**config.mk**
```make
export PLATFORM = sky130hd
export DESIGN_NAME = ntc_table_interpolation
export DESIGN_NICKNAME = d
export VERILOG_FILES = /design/src/rtl/ntc_ti_pkg.sv /design/src/rtl/ntc_ti_ram.sv /design/src/rtl/ntc_ti_front.sv /design/src/rtl/ntc_ti_div.sv /design/src/rtl/ntc_ti_back.sv /design/src/rtl/ntc_table_interpolation.sv
export SDC_FILE = /design/constraint.sdc
export NUM_CORES = 2
export LEC_CHECK = 0
export BUFFER_PORTS_ARGS = -buffer_cell sky130_fd_sc_hd__buf_2
export CORE_ASPECT_RATIO = 1.1
export CORE_UTILIZATION = 57
export DETAILED_ROUTE_END_ITERATION = 8
export PLACE_DENSITY = 0.74
export SLEW_MARGIN = 40
export SYNTH_ARGS = -nofsm -noshare
export SYNTH_HDL_FRONTEND = slang
export SYNTH_SLANG_ARGS = --single-unit
```
**constraint.sdc**
```tcl
create_clock -name clk -period 7.7 [get_ports clk]
set_input_delay 0.77 -clock clk [delete_from_list [all_inputs] [get_ports clk]]
set_output_delay 0.77 -clock clk [all_outputs]
set_load 0.05 [all_outputs]
```
**src/rtl/ntc_ti_pkg.sv**
```systemverilog
package ntc_ti_pkg;

	localparam int TABLE_ENTRIES_DEF = 64;
	localparam int MIN_ENTRIES = 2;

	localparam int X_W = 13;
	localparam int Y_W = 19;
	localparam int WORD_W = X_W + Y_W;
	localparam int IDX_W = 6;
	localparam int TEMP_W = 16;
	localparam int SLOPE_W = 16;
	localparam int FRAC_BITS = 9;
	localparam int HALF_LSB = 512 / 2;
	localparam int RES_W = TEMP_W + FRAC_BITS;
	localparam int DIFF_W = X_W + 1;
	localparam int DIV_CNT_W = $clog2(SLOPE_W + 1);

	localparam int CFG_W = 7;
	localparam logic [CFG_W-1:0] ENTRIES_RESET = 7'd64;
	localparam int PADDR_W = 3;
	localparam int PDATA_W = 32;
	localparam logic REG_ENTRIES_IN_USE = 1'b0;

	localparam logic OP_CONVERT = 1'b0;
	localparam logic OP_LOAD = 1'b1;

	localparam int QUEUE_DEPTH = 2;
	localparam int QPTR_W = $clog2(QUEUE_DEPTH);
	localparam int QCNT_W = $clog2(QUEUE_DEPTH + 1);

	typedef struct packed {
		logic             operation;
		logic [X_W-1:0]   sample_sum;
		logic [IDX_W-1:0] entry_index;
		logic [X_W-1:0]   entry_x;
		logic [Y_W-1:0]   entry_y;
	} item_t;

	typedef struct packed {
		logic [TEMP_W-1:0] temperature;
		logic              exact_hit;
		logic              range_error;
	} result_t;

	typedef enum logic {
		CMD_CONVERT,
		CMD_LOAD
	} cmd_kind_t;

	typedef struct packed {
		cmd_kind_t         kind;
		logic [X_W-1:0]    sample;
		logic [IDX_W-1:0]  index;
		logic [WORD_W-1:0] word;
	} cmd_t;

	typedef enum logic [3:0] {
		BK_IDLE,
		BK_ADDR,
		BK_CMP,
		BK_FIX,
		BK_RDLO,
		BK_RDHI,
		BK_DIV,
		BK_MUL,
		BK_SUM,
		BK_DONE
	} back_state_t;

	typedef struct packed {
		logic               start;
		logic [SLOPE_W-1:0] dividend;
		logic [X_W-1:0]     divisor;
	} div_req_t;

	typedef struct packed {
		logic               done;
		logic [SLOPE_W-1:0] quotient;
	} div_rsp_t;

endpackage

```
**src/rtl/ntc_ti_ram.sv**
```systemverilog
module ntc_ti_ram #(
	parameter int WIDTH = 32,
	parameter int DEPTH = 64
) (
	input  logic                     clk,
	input  logic                     we,
	input  logic [$clog2(DEPTH)-1:0] waddr,
	input  logic [WIDTH-1:0]         wdata,
	input  logic [$clog2(DEPTH)-1:0] raddr,
	output logic [WIDTH-1:0]         rdata
);

	logic [WIDTH-1:0] mem_q [DEPTH];

	always_ff @(posedge clk) begin
		if (we) begin
			mem_q[waddr] <= wdata;
		end
		rdata <= mem_q[raddr];
	end

endmodule

```
**src/rtl/ntc_ti_front.sv**
```systemverilog
module ntc_ti_front #(
	parameter int TABLE_ENTRIES = ntc_ti_pkg::TABLE_ENTRIES_DEF
) (
	input  logic              clk,
	input  logic              arst_n,
	input  logic              item_valid,
	output logic              item_ready,
	input  ntc_ti_pkg::item_t item,
	output logic              cmd_valid,
	input  logic              cmd_pop,
	output ntc_ti_pkg::cmd_t  cmd
);

	localparam int QD = ntc_ti_pkg::QUEUE_DEPTH;
	localparam logic [ntc_ti_pkg::QPTR_W-1:0] PTR_LAST = ntc_ti_pkg::QPTR_W'(QD - 1);
	localparam logic [ntc_ti_pkg::QCNT_W-1:0] CNT_FULL = ntc_ti_pkg::QCNT_W'(QD);

	ntc_ti_pkg::cmd_t                 queue_q [QD];
	logic [ntc_ti_pkg::QPTR_W-1:0]    wr_ptr_q, rd_ptr_q;
	logic [ntc_ti_pkg::QCNT_W-1:0]    cnt_q;
	ntc_ti_pkg::cmd_t                 cmd_in;
	logic                             drop, push, pop;

	// loads past the end of the table are taken and thrown away here
	always_comb begin
		cmd_in.kind   = (item.operation == ntc_ti_pkg::OP_LOAD) ?
			ntc_ti_pkg::CMD_LOAD : ntc_ti_pkg::CMD_CONVERT;
		cmd_in.sample = item.sample_sum;
		cmd_in.index  = item.entry_index;
		cmd_in.word   = {item.entry_y, item.entry_x};
		drop = (item.operation == ntc_ti_pkg::OP_LOAD) &&
			(32'(item.entry_index) >= TABLE_ENTRIES);
	end

	assign item_ready = (cnt_q != CNT_FULL);
	assign push       = item_valid && item_ready && !drop;
	assign pop        = cmd_pop && cmd_valid;
	assign cmd_valid  = (cnt_q != '0);
	assign cmd        = queue_q[rd_ptr_q];

	always_ff @(posedge clk or negedge arst_n) begin
		if (!arst_n) begin
			wr_ptr_q <= '0;
			rd_ptr_q <= '0;
			cnt_q    <= '0;
		end else begin
			if (push) begin
				wr_ptr_q <= (wr_ptr_q == PTR_LAST) ? '0 : wr_ptr_q + 1'b1;
			end
			if (pop) begin
				rd_ptr_q <= (rd_ptr_q == PTR_LAST) ? '0 : rd_ptr_q + 1'b1;
			end
			if (push && !pop) begin
				cnt_q <= cnt_q + 1'b1;
			end else if (pop && !push) begin
				cnt_q <= cnt_q - 1'b1;
			end
		end
	end

	always_ff @(posedge clk) begin
		if (push) begin
			queue_q[wr_ptr_q] <= cmd_in;
		end
	end

endmodule

```
**src/rtl/ntc_ti_div.sv**
```systemverilog
module ntc_ti_div (
	input  logic                 clk,
	input  logic                 arst_n,
	input  ntc_ti_pkg::div_req_t req,
	output ntc_ti_pkg::div_rsp_t rsp
);

	localparam int QW = ntc_ti_pkg::SLOPE_W;
	localparam int DW = ntc_ti_pkg::X_W;
	localparam logic [ntc_ti_pkg::DIV_CNT_W-1:0] STEPS = ntc_ti_pkg::DIV_CNT_W'(QW);

	logic                               busy_q, done_q;
	logic [ntc_ti_pkg::DIV_CNT_W-1:0]   cnt_q;
	logic [DW-1:0]                      rem_q, dsor_q;
	logic [QW-1:0]                      quo_q;
	logic [DW:0]                        trial;
	logic                               take;

	// restoring divide, one quotient bit a cycle
	assign trial = {rem_q, quo_q[QW-1]};
	assign take  = (trial >= {1'b0, dsor_q});

	always_ff @(posedge clk or negedge arst_n) begin
		if (!arst_n) begin
			busy_q <= 1'b0;
			done_q <= 1'b0;
			cnt_q  <= '0;
		end else begin
			done_q <= 1'b0;
			if (req.start) begin
				busy_q <= 1'b1;
				cnt_q  <= STEPS;
			end else if (busy_q) begin
				cnt_q <= cnt_q - 1'b1;
				if (cnt_q == ntc_ti_pkg::DIV_CNT_W'(1)) begin
					busy_q <= 1'b0;
					done_q <= 1'b1;
				end
			end
		end
	end

	always_ff @(posedge clk) begin
		if (req.start) begin
			quo_q  <= req.dividend;
			rem_q  <= '0;
			dsor_q <= req.divisor;
		end else if (busy_q) begin
			rem_q <= take ? DW'(trial - {1'b0, dsor_q}) : trial[DW-1:0];
			quo_q <= {quo_q[QW-2:0], take};
		end
	end

	assign rsp.done     = done_q;
	assign rsp.quotient = quo_q;

endmodule

```
**src/rtl/ntc_ti_back.sv**
```systemverilog
module ntc_ti_back #(
	parameter int TABLE_ENTRIES = ntc_ti_pkg::TABLE_ENTRIES_DEF
) (
	input  logic                              clk,
	input  logic                              arst_n,
	input  logic [ntc_ti_pkg::CFG_W-1:0]      entries_in_use,
	input  logic                              cmd_valid,
	input  ntc_ti_pkg::cmd_t                  cmd,
	output logic                              cmd_pop,
	output logic                              result_valid,
	input  logic                              result_ready,
	output ntc_ti_pkg::result_t               result
);

	localparam int AW = $clog2(TABLE_ENTRIES);
	localparam int XW = ntc_ti_pkg::X_W;
	localparam int YW = ntc_ti_pkg::Y_W;
	localparam int SW = ntc_ti_pkg::SLOPE_W;
	localparam int RW = ntc_ti_pkg::RES_W;
	localparam int FB = ntc_ti_pkg::FRAC_BITS;
	localparam int PW = ntc_ti_pkg::DIFF_W + SW + 1;
	localparam logic [AW-1:0] LAST_MAX = AW'(TABLE_ENTRIES - 1);
	localparam logic [AW-1:0] LAST_MIN = AW'(ntc_ti_pkg::MIN_ENTRIES - 1);

	ntc_ti_pkg::back_state_t state_q, state_d;

	logic [AW-1:0]          lo_q, hi_q, mid_q, last_q;
	logic [XW-1:0]          sample_q, lx_q, nx_q;
	logic [YW-1:0]          ly_q;
	logic                   neg_q;
	logic [SW-1:0]          slope_q;
	logic [RW-1:0]          prod_q;
	ntc_ti_pkg::result_t    res_q, out_q;
	logic                   out_valid_q;

	logic [AW-1:0]          last, mid, new_lo, new_hi, fix_hi, raddr;
	logic [AW:0]            mid_sum;
	logic [ntc_ti_pkg::WORD_W-1:0] rdata;
	logic [XW-1:0]          rd_x;
	logic [YW-1:0]          rd_y;
	logic                   hit, below, ram_we, load_out;
	logic [XW:0]            gap, gap_neg, diff;
	logic [XW-1:0]          gap_mag;
	logic [YW:0]            exact_sum;
	logic signed [PW-1:0]   prod_full;
	logic [RW-1:0]          res_sum;
	logic [SW-1:0]          div_q;
	ntc_ti_pkg::div_req_t   div_req;
	ntc_ti_pkg::div_rsp_t   div_rsp;

	ntc_ti_ram #(
		.WIDTH (ntc_ti_pkg::WORD_W),
		.DEPTH (TABLE_ENTRIES)
	) u_table (
		.clk   (clk),
		.we    (ram_we),
		.waddr (AW'(cmd.index)),
		.wdata (cmd.word),
		.raddr (raddr),
		.rdata (rdata)
	);

	ntc_ti_div u_div (
		.clk    (clk),
		.arst_n (arst_n),
		.req    (div_req),
		.rsp    (div_rsp)
	);

	// last usable index, count clamped to between MIN_ENTRIES and the table size
	always_comb begin
		if (entries_in_use < ntc_ti_pkg::CFG_W'(ntc_ti_pkg::MIN_ENTRIES)) begin
			last = LAST_MIN;
		end else if (32'(entries_in_use) > TABLE_ENTRIES) begin
			last = LAST_MAX;
		end else begin
			last = AW'(entries_in_use - 1'b1);
		end
	end

	assign mid_sum = {1'b0, lo_q} + {1'b0, hi_q} + (AW+1)'(1);
	assign mid     = mid_sum[AW:1];
	assign rd_x    = rdata[XW-1:0];
	assign rd_y    = rdata[ntc_ti_pkg::WORD_W-1:XW];
	assign hit     = (rd_x == sample_q);
	assign below   = (sample_q < rd_x);
	assign new_lo  = below ? lo_q : mid_q;
	assign new_hi  = below ? mid_q - 1'b1 : hi_q;
	// a search that ends on the last entry falls back one pair
	assign fix_hi  = (hi_q == last_q) ? hi_q - 1'b1 : hi_q;

	assign gap       = {1'b0, rd_x} - {1'b0, lx_q};
	assign gap_neg   = '0 - gap;
	assign gap_mag   = gap[XW] ? gap_neg[XW-1:0] : gap[XW-1:0];
	assign diff      = {1'b0, sample_q} - {1'b0, lx_q};
	assign prod_full = $signed(diff) * $signed({1'b0, slope_q});
	assign res_sum   = RW'(ly_q) - prod_q + RW'(ntc_ti_pkg::HALF_LSB);
	assign exact_sum = {1'b0, rd_y} + (YW+1)'(ntc_ti_pkg::HALF_LSB);
	assign div_q     = div_rsp.quotient;

	always_ff @(posedge clk or negedge arst_n) begin
		if (!arst_n) begin
			state_q <= ntc_ti_pkg::BK_IDLE;
		end else begin
			state_q <= state_d;
		end
	end

	always_comb begin
		state_d          = state_q;
		raddr            = mid;
		ram_we           = 1'b0;
		cmd_pop          = 1'b0;
		load_out         = 1'b0;
		div_req.start    = 1'b0;
		div_req.dividend = ly_q[SW-1:0] - rd_y[SW-1:0];
		div_req.divisor  = gap_mag;
		case (state_q)
			ntc_ti_pkg::BK_IDLE: begin
				if (cmd_valid) begin
					cmd_pop = 1'b1;
					if (cmd.kind == ntc_ti_pkg::CMD_LOAD) begin
						ram_we = 1'b1;
					end else begin
						state_d = ntc_ti_pkg::BK_ADDR;
					end
				end
			end
			ntc_ti_pkg::BK_ADDR: begin
				state_d = ntc_ti_pkg::BK_CMP;
			end
			ntc_ti_pkg::BK_CMP: begin
				if (hit) begin
					state_d = ntc_ti_pkg::BK_DONE;
				end else if (new_hi <= new_lo) begin
					state_d = ntc_ti_pkg::BK_FIX;
				end else begin
					state_d = ntc_ti_pkg::BK_ADDR;
				end
			end
			ntc_ti_pkg::BK_FIX: begin
				raddr   = fix_hi;
				state_d = ntc_ti_pkg::BK_RDLO;
			end
			ntc_ti_pkg::BK_RDLO: begin
				raddr   = hi_q + 1'b1;
				state_d = ntc_ti_pkg::BK_RDHI;
			end
			ntc_ti_pkg::BK_RDHI: begin
				if (gap == '0) begin
					state_d = ntc_ti_pkg::BK_MUL;
				end else begin
					div_req.start = 1'b1;
					state_d       = ntc_ti_pkg::BK_DIV;
				end
			end
			ntc_ti_pkg::BK_DIV: begin
				if (div_rsp.done) begin
					state_d = ntc_ti_pkg::BK_MUL;
				end
			end
			ntc_ti_pkg::BK_MUL: begin
				state_d = ntc_ti_pkg::BK_SUM;
			end
			ntc_ti_pkg::BK_SUM: begin
				state_d = ntc_ti_pkg::BK_DONE;
			end
			ntc_ti_pkg::BK_DONE: begin
				if (!out_valid_q || result_ready) begin
					load_out = 1'b1;
					state_d  = ntc_ti_pkg::BK_IDLE;
				end
			end
			default: begin
				state_d = ntc_ti_pkg::BK_IDLE;
			end
		endcase
	end

	always_ff @(posedge clk) begin
		case (state_q)
			ntc_ti_pkg::BK_IDLE: begin
				lo_q     <= '0;
				hi_q     <= last;
				last_q   <= last;
				sample_q <= cmd.sample;
			end
			ntc_ti_pkg::BK_ADDR: begin
				mid_q <= mid;
			end
			ntc_ti_pkg::BK_CMP: begin
				if (hit) begin
					res_q.temperature <= ntc_ti_pkg::TEMP_W'(exact_sum[YW:FB]);
					res_q.exact_hit   <= 1'b1;
					res_q.range_error <= 1'b0;
				end else begin
					lo_q <= new_lo;
					hi_q <= new_hi;
				end
			end
			ntc_ti_pkg::BK_FIX: begin
				hi_q <= fix_hi;
			end
			ntc_ti_pkg::BK_RDLO: begin
				lx_q <= rd_x;
				ly_q <= rd_y;
			end
			ntc_ti_pkg::BK_RDHI: begin
				nx_q    <= rd_x;
				neg_q   <= gap[XW];
				slope_q <= '1;
			end
			ntc_ti_pkg::BK_DIV: begin
				if (div_rsp.done) begin
					slope_q <= neg_q ? '0 - div_q : div_q;
				end
			end
			ntc_ti_pkg::BK_MUL: begin
				prod_q <= prod_full[RW-1:0];
			end
			ntc_ti_pkg::BK_SUM: begin
				res_q.temperature <= res_sum[RW-1:FB];
				res_q.exact_hit   <= 1'b0;
				res_q.range_error <= (lx_q > sample_q) || (sample_q > nx_q);
			end
			default: begin
			end
		endcase
	end

	// output register, frees the sequencer while a result waits
	always_ff @(posedge clk or negedge arst_n) begin
		if (!arst_n) begin
			out_valid_q <= 1'b0;
		end else if (load_out) begin
			out_valid_q <= 1'b1;
		end else if (result_ready) begin
			out_valid_q <= 1'b0;
		end
	end

	always_ff @(posedge clk) begin
		if (load_out) begin
			out_q <= res_q;
		end
	end

	assign result_valid = out_valid_q;
	assign result       = out_q;

endmodule

```
**src/rtl/ntc_table_interpolation.sv**
```systemverilog
// channel   dir  handshake                        beat
// item      in   item_valid / item_ready          convert or table load
// result    out  result_valid / result_ready      one per convert
// config    in   psel penable pwrite, pready = 1  entries_in_use at 0x0
//
// a load beat is written to the table straight from the idle state; a convert (n = entries in use)
// runs a binary search, each probe an address and a compare step on the registered table port,
// then the serial slope divide, multiply, sum and hand-off
// a two-entry queue lets item beats land while the sequencer or result side stalls
// arst_n clears the queue, sequencer and result valid; table contents are not reset
module ntc_table_interpolation #(
	parameter int TABLE_ENTRIES = ntc_ti_pkg::TABLE_ENTRIES_DEF
) (
	input  logic                            clk,
	input  logic                            arst_n,
	input  logic                            item_valid,
	output logic                            item_ready,
	input  ntc_ti_pkg::item_t               item,
	output logic                            result_valid,
	input  logic                            result_ready,
	output ntc_ti_pkg::result_t             result,
	input  logic                            psel,
	input  logic                            penable,
	input  logic                            pwrite,
	input  logic [ntc_ti_pkg::PADDR_W-1:0]  paddr,
	input  logic [ntc_ti_pkg::PDATA_W-1:0]  pwdata,
	output logic [ntc_ti_pkg::PDATA_W-1:0]  prdata,
	output logic                            pready
);

	localparam int RI = ntc_ti_pkg::PADDR_W - 1;

	logic [ntc_ti_pkg::CFG_W-1:0] entries_q;
	logic                         cmd_valid, cmd_pop;
	ntc_ti_pkg::cmd_t             cmd;

	assign pready = 1'b1;
	assign prdata = (paddr[RI] == ntc_ti_pkg::REG_ENTRIES_IN_USE) ?
		ntc_ti_pkg::PDATA_W'(entries_q) : '0;

	always_ff @(posedge clk or negedge arst_n) begin
		if (!arst_n) begin
			entries_q <= ntc_ti_pkg::ENTRIES_RESET;
		end else if (psel && penable && pwrite && pready &&
			paddr[RI] == ntc_ti_pkg::REG_ENTRIES_IN_USE) begin
			entries_q <= pwdata[ntc_ti_pkg::CFG_W-1:0];
		end
	end

	ntc_ti_front #(
		.TABLE_ENTRIES (TABLE_ENTRIES)
	) u_front (
		.clk        (clk),
		.arst_n     (arst_n),
		.item_valid (item_valid),
		.item_ready (item_ready),
		.item       (item),
		.cmd_valid  (cmd_valid),
		.cmd_pop    (cmd_pop),
		.cmd        (cmd)
	);

	ntc_ti_back #(
		.TABLE_ENTRIES (TABLE_ENTRIES)
	) u_back (
		.clk            (clk),
		.arst_n         (arst_n),
		.entries_in_use (entries_q),
		.cmd_valid      (cmd_valid),
		.cmd            (cmd),
		.cmd_pop        (cmd_pop),
		.result_valid   (result_valid),
		.result_ready   (result_ready),
		.result         (result)
	);

endmodule

```
==> impl_results.md <==
* Number of buffers added on ports at 93
* Total CTS buffers at between 200 and 250
* Final ANT Viol Nets at 0
* Grt ovf at 0
* Nets at 6758
* Mapped Area at 104000 um2
* Required @ worst endpoint at 8310 ps
* Min Tclk post-route at 7430 ps
* Hpwl dp at between 100000 and 150000 um
* Die width at 410 um
* Yosys warns at 0
* Synth Register Bits at ~2400
* Yosys top cell by area: edfxtp_1
* CORE AREA at 182000 um2
* Placed cells at 8458
* Seq/Total Area, Yosys at between 60% and 70%
* I/O pin count at roughly 150
* Relative slew slack at 40.9%
* Unrepaired setup endpoints after global routing: yes
* Tcrit/Tclk final at between 90% and 100%
* Clk sinks at 2409
* Layout cells sized above 1 at about a fifth
* RePlAce Congestion at 0.879
* Area growth, synth to finish at 11.2%
* Post-synth EDFFs at 2341
* Critical path capture point type: register
* Worst path most repeated cell: fa_1
* DR vias/cell at approximately 6.3
* Standard-cell rows at 164
* Clk_lat worst skew at 900 ps
* Initial antenna violation count at 17
* CTS Buffer Depth at 3
* Synth area leaders: edfxtp_1 68%, mux4_2 11%, fa_1 3.2%
* # H-tree levels at 4
* Final hold vios at 0
* Via count of the first global-routing pass at 56600
* Die height at 450 um
* Final std cells w/o fill at 8897
* WL/cell at 27.7 um
* Largest net degree at the start of global routing at 116
* Final Slew Violations at 0
* DRT Pass-1 Iters at 8
* Initial Utilization at 57.3%
* Top-area cell type share of the netlist area at 67.5%
* Full die area at 184000 um2
* Netlist cell types at 91
* Crit path DAT at 8050 ps
* CP max FO at 4
* Synthesized area per cell at 17.1 um2
* Filler cells at 12100
* Final setup violation count at 0
* CTS clk-pin slew, worst paths at 60 ps
* CP peak stage delay at 540 ps
* Slew @ Worst Pin at 886 ps
* Mapped Cells at 6082
* Drt first-iter violations at between 5000 and 6000
* Post-synth top flop: edfxtp_1
* DRC viols at 71
* Root Driver: clkbuf_16
* Crit-path slowest cell: fa_1
* Fraction of registers with async set/reset at less than 1%
* Vias after detailed routing at 55900
* First-pass GRT wire length at ~360000 um
* Max Cap Viol at 0
* CTS tree: built
* Failing checks: DRC
* Clock Skew at approximately 87 ps
* Outcome: complete, but fails checks
* Worst setup path category: reg2reg
* Routed WL at 246000 um
* Max Fclk at 0.135 GHz
* GRT Overall Usage at ~27%
* CP startpoint kind: register
* HP Class: in2reg
## final timing paths
| check | startpoint | endpoint | slack, ps | cells past startpoint |
|---|---|---|---|---|
| worst max-delay path | u_back.sample_q[0] | u_back.prod_q[23] | 270 | 30 |
| worst min-delay path | item[41] | u_front.queue_q[0][41] | 70 | 1 |
| worst max register to register | u_back.sample_q[0] | u_back.prod_q[23] | 270 | 30 |
| worst min register to register | u_back.res_q[4] | u_back.result[4] | 420 | 0 |
| max in group asynchronous | arst_n | entries_q[6] | 6860 | 2 |
| min in group asynchronous | arst_n | u_front.rd_ptr_q | 420 | 2 |
## cells in the mapped netlist, types with 26 or more instances
library cell / instances
clkbuf_1: 123
buf_1: 29
o21ai_0: 67
buf_4: 55
xor2_1: 46
buf_6: 26
mux2i_1: 89
inv_1: 304
ha_1: 217
xnor2_1: 92
nand3_1: 257
mux2_2: 76
a21o_1: 30
and3_1: 46
nand2_1: 740
mux4_2: 496
a31oi_1: 44
nand2b_1: 28
fa_1: 164
o221ai_1: 26
edfxtp_1: 2341
a21oi_1: 86
nor2b_1: 55
and2_1: 59
nor3_1: 42
dfxtp_1: 45
nor2_1: 179
buf_2: 68
## repair_timing
item | CTS | global route
hold buffers | 1 | 0
endpoints found under the hold margin | 22 | 0
setup endpoints to repair | 0 | 6
gates resized for setup | 0 | 15
buffers inserted | 0 | 3
## metal layers
layer	wire (um)	global-route usage, %	vias to the layer above	part of all wire, %
li1	-	-	23700	-
met5	55	0	-	0.022
met1	91900	35.9	28900	37
met2	121000	43.9	2846	49
met3	21900	4.84	533	8.9
met4	11300	11.2	8	4.6
## through the flow
| step | area, um2 | setup slack (ps) | util, % | TNS, ps | hold slack (ps) |
|---|---|---|---|---|---|
| after global routing | 116000 | -32.3 | 63.8 | -53.4 | 27.7 |
| after global placement | 108000 | 190 | 59.5 | 0 | 405 |
| after detailed placement | 108000 | 86.9 | 59.6 | 0 | 405 |
| after floorplan | 104000 | 429 | - | 0 | 400 |
| after CTS | 116000 | 16.0 | 63.7 | 0 | 10.2 |
| final | 116000 | 266 | 63.8 | 0 | 68.8 |
## cell families after synthesis
family | synth area share [%]
buf+inv | 2.75
flops | 68.9
xor+xnor | 1.20
other cells | 0.00721
fa+ha+maj | 5.76
mux | 12.4
compound gates | 2.58
simple gates | 6.38
## cell usage in the layout (no fill, tap or decap), drive strengths merged, types with 6 or more instances in the layout
cell type	count
clkbuf	279
xnor2	92
ha	217
edfxtp	2341
o21ai	71
o211ai	9
o21bai	7
clkinvlp	11
nand3	257
nand2b	28
xor2	46
mux2	76
bufinv	23
a21o	30
dfxtp	45
nand2	740
nor3b	6
and3	46
inv	311
nor2	180
or3	12
mux2i	89
nand4	20
conb	26
fa	164
nor2b	55
a21oi	86
o31ai	11
a211oi	25
nor3	43
a31oi	44
o22ai	8
clkinv	112
or2	13
mux4	496
dfrtp	22
buf	254
o21a	22
o221ai	26
and2	60
## sequential cells by signal, summed over array words and instances, names as in the netlist, 16 cells and up
| register | flops |
|---|---|
| u_back.result | 18 |
| u_front.queue_q | 104 |
| u_back.slope_q | 16 |
| u_back.res_q | 18 |
| u_back.u_div.quo_q | 16 |
| u_back.ly_q | 19 |
| u_back.u_table.mem_q | 2048 |
| u_back.prod_q | 25 |
| u_back.u_table.rdata | 32 |
## final cells by class
type	instances	area [um2]	share of cell area, %
clock inverter	151	1560	1.34
sequential	2409	71800	62.0
tap	2407	3010	2.60
multi-input combinational	3085	30400	26.2
clock buffer	279	5930	5.12
timing repair buffer	255	2000	1.73
inverter	306	1150	0.996
antenna	5	12.5	0.0108
## worst max-delay path: cells and delay by family, from the launching register on
| kind | cells | cell delay, ps |
|---|---|---|
| flip-flops | 1 | 360 |
| XOR/XNOR | 2 | 250 |
| AND/OR/NAND/NOR | 3 | 430 |
| buffers and inverters | 6 | 610 |
| AO/OA/AOI/OAI | 10 | 1920 |
| adder cells (fa/ha/maj) | 9 | 3570 |
Power is left out: the tool's default activity adds up to more than one toggle a clock period on the data nets, which glitch-free logic cannot reach.
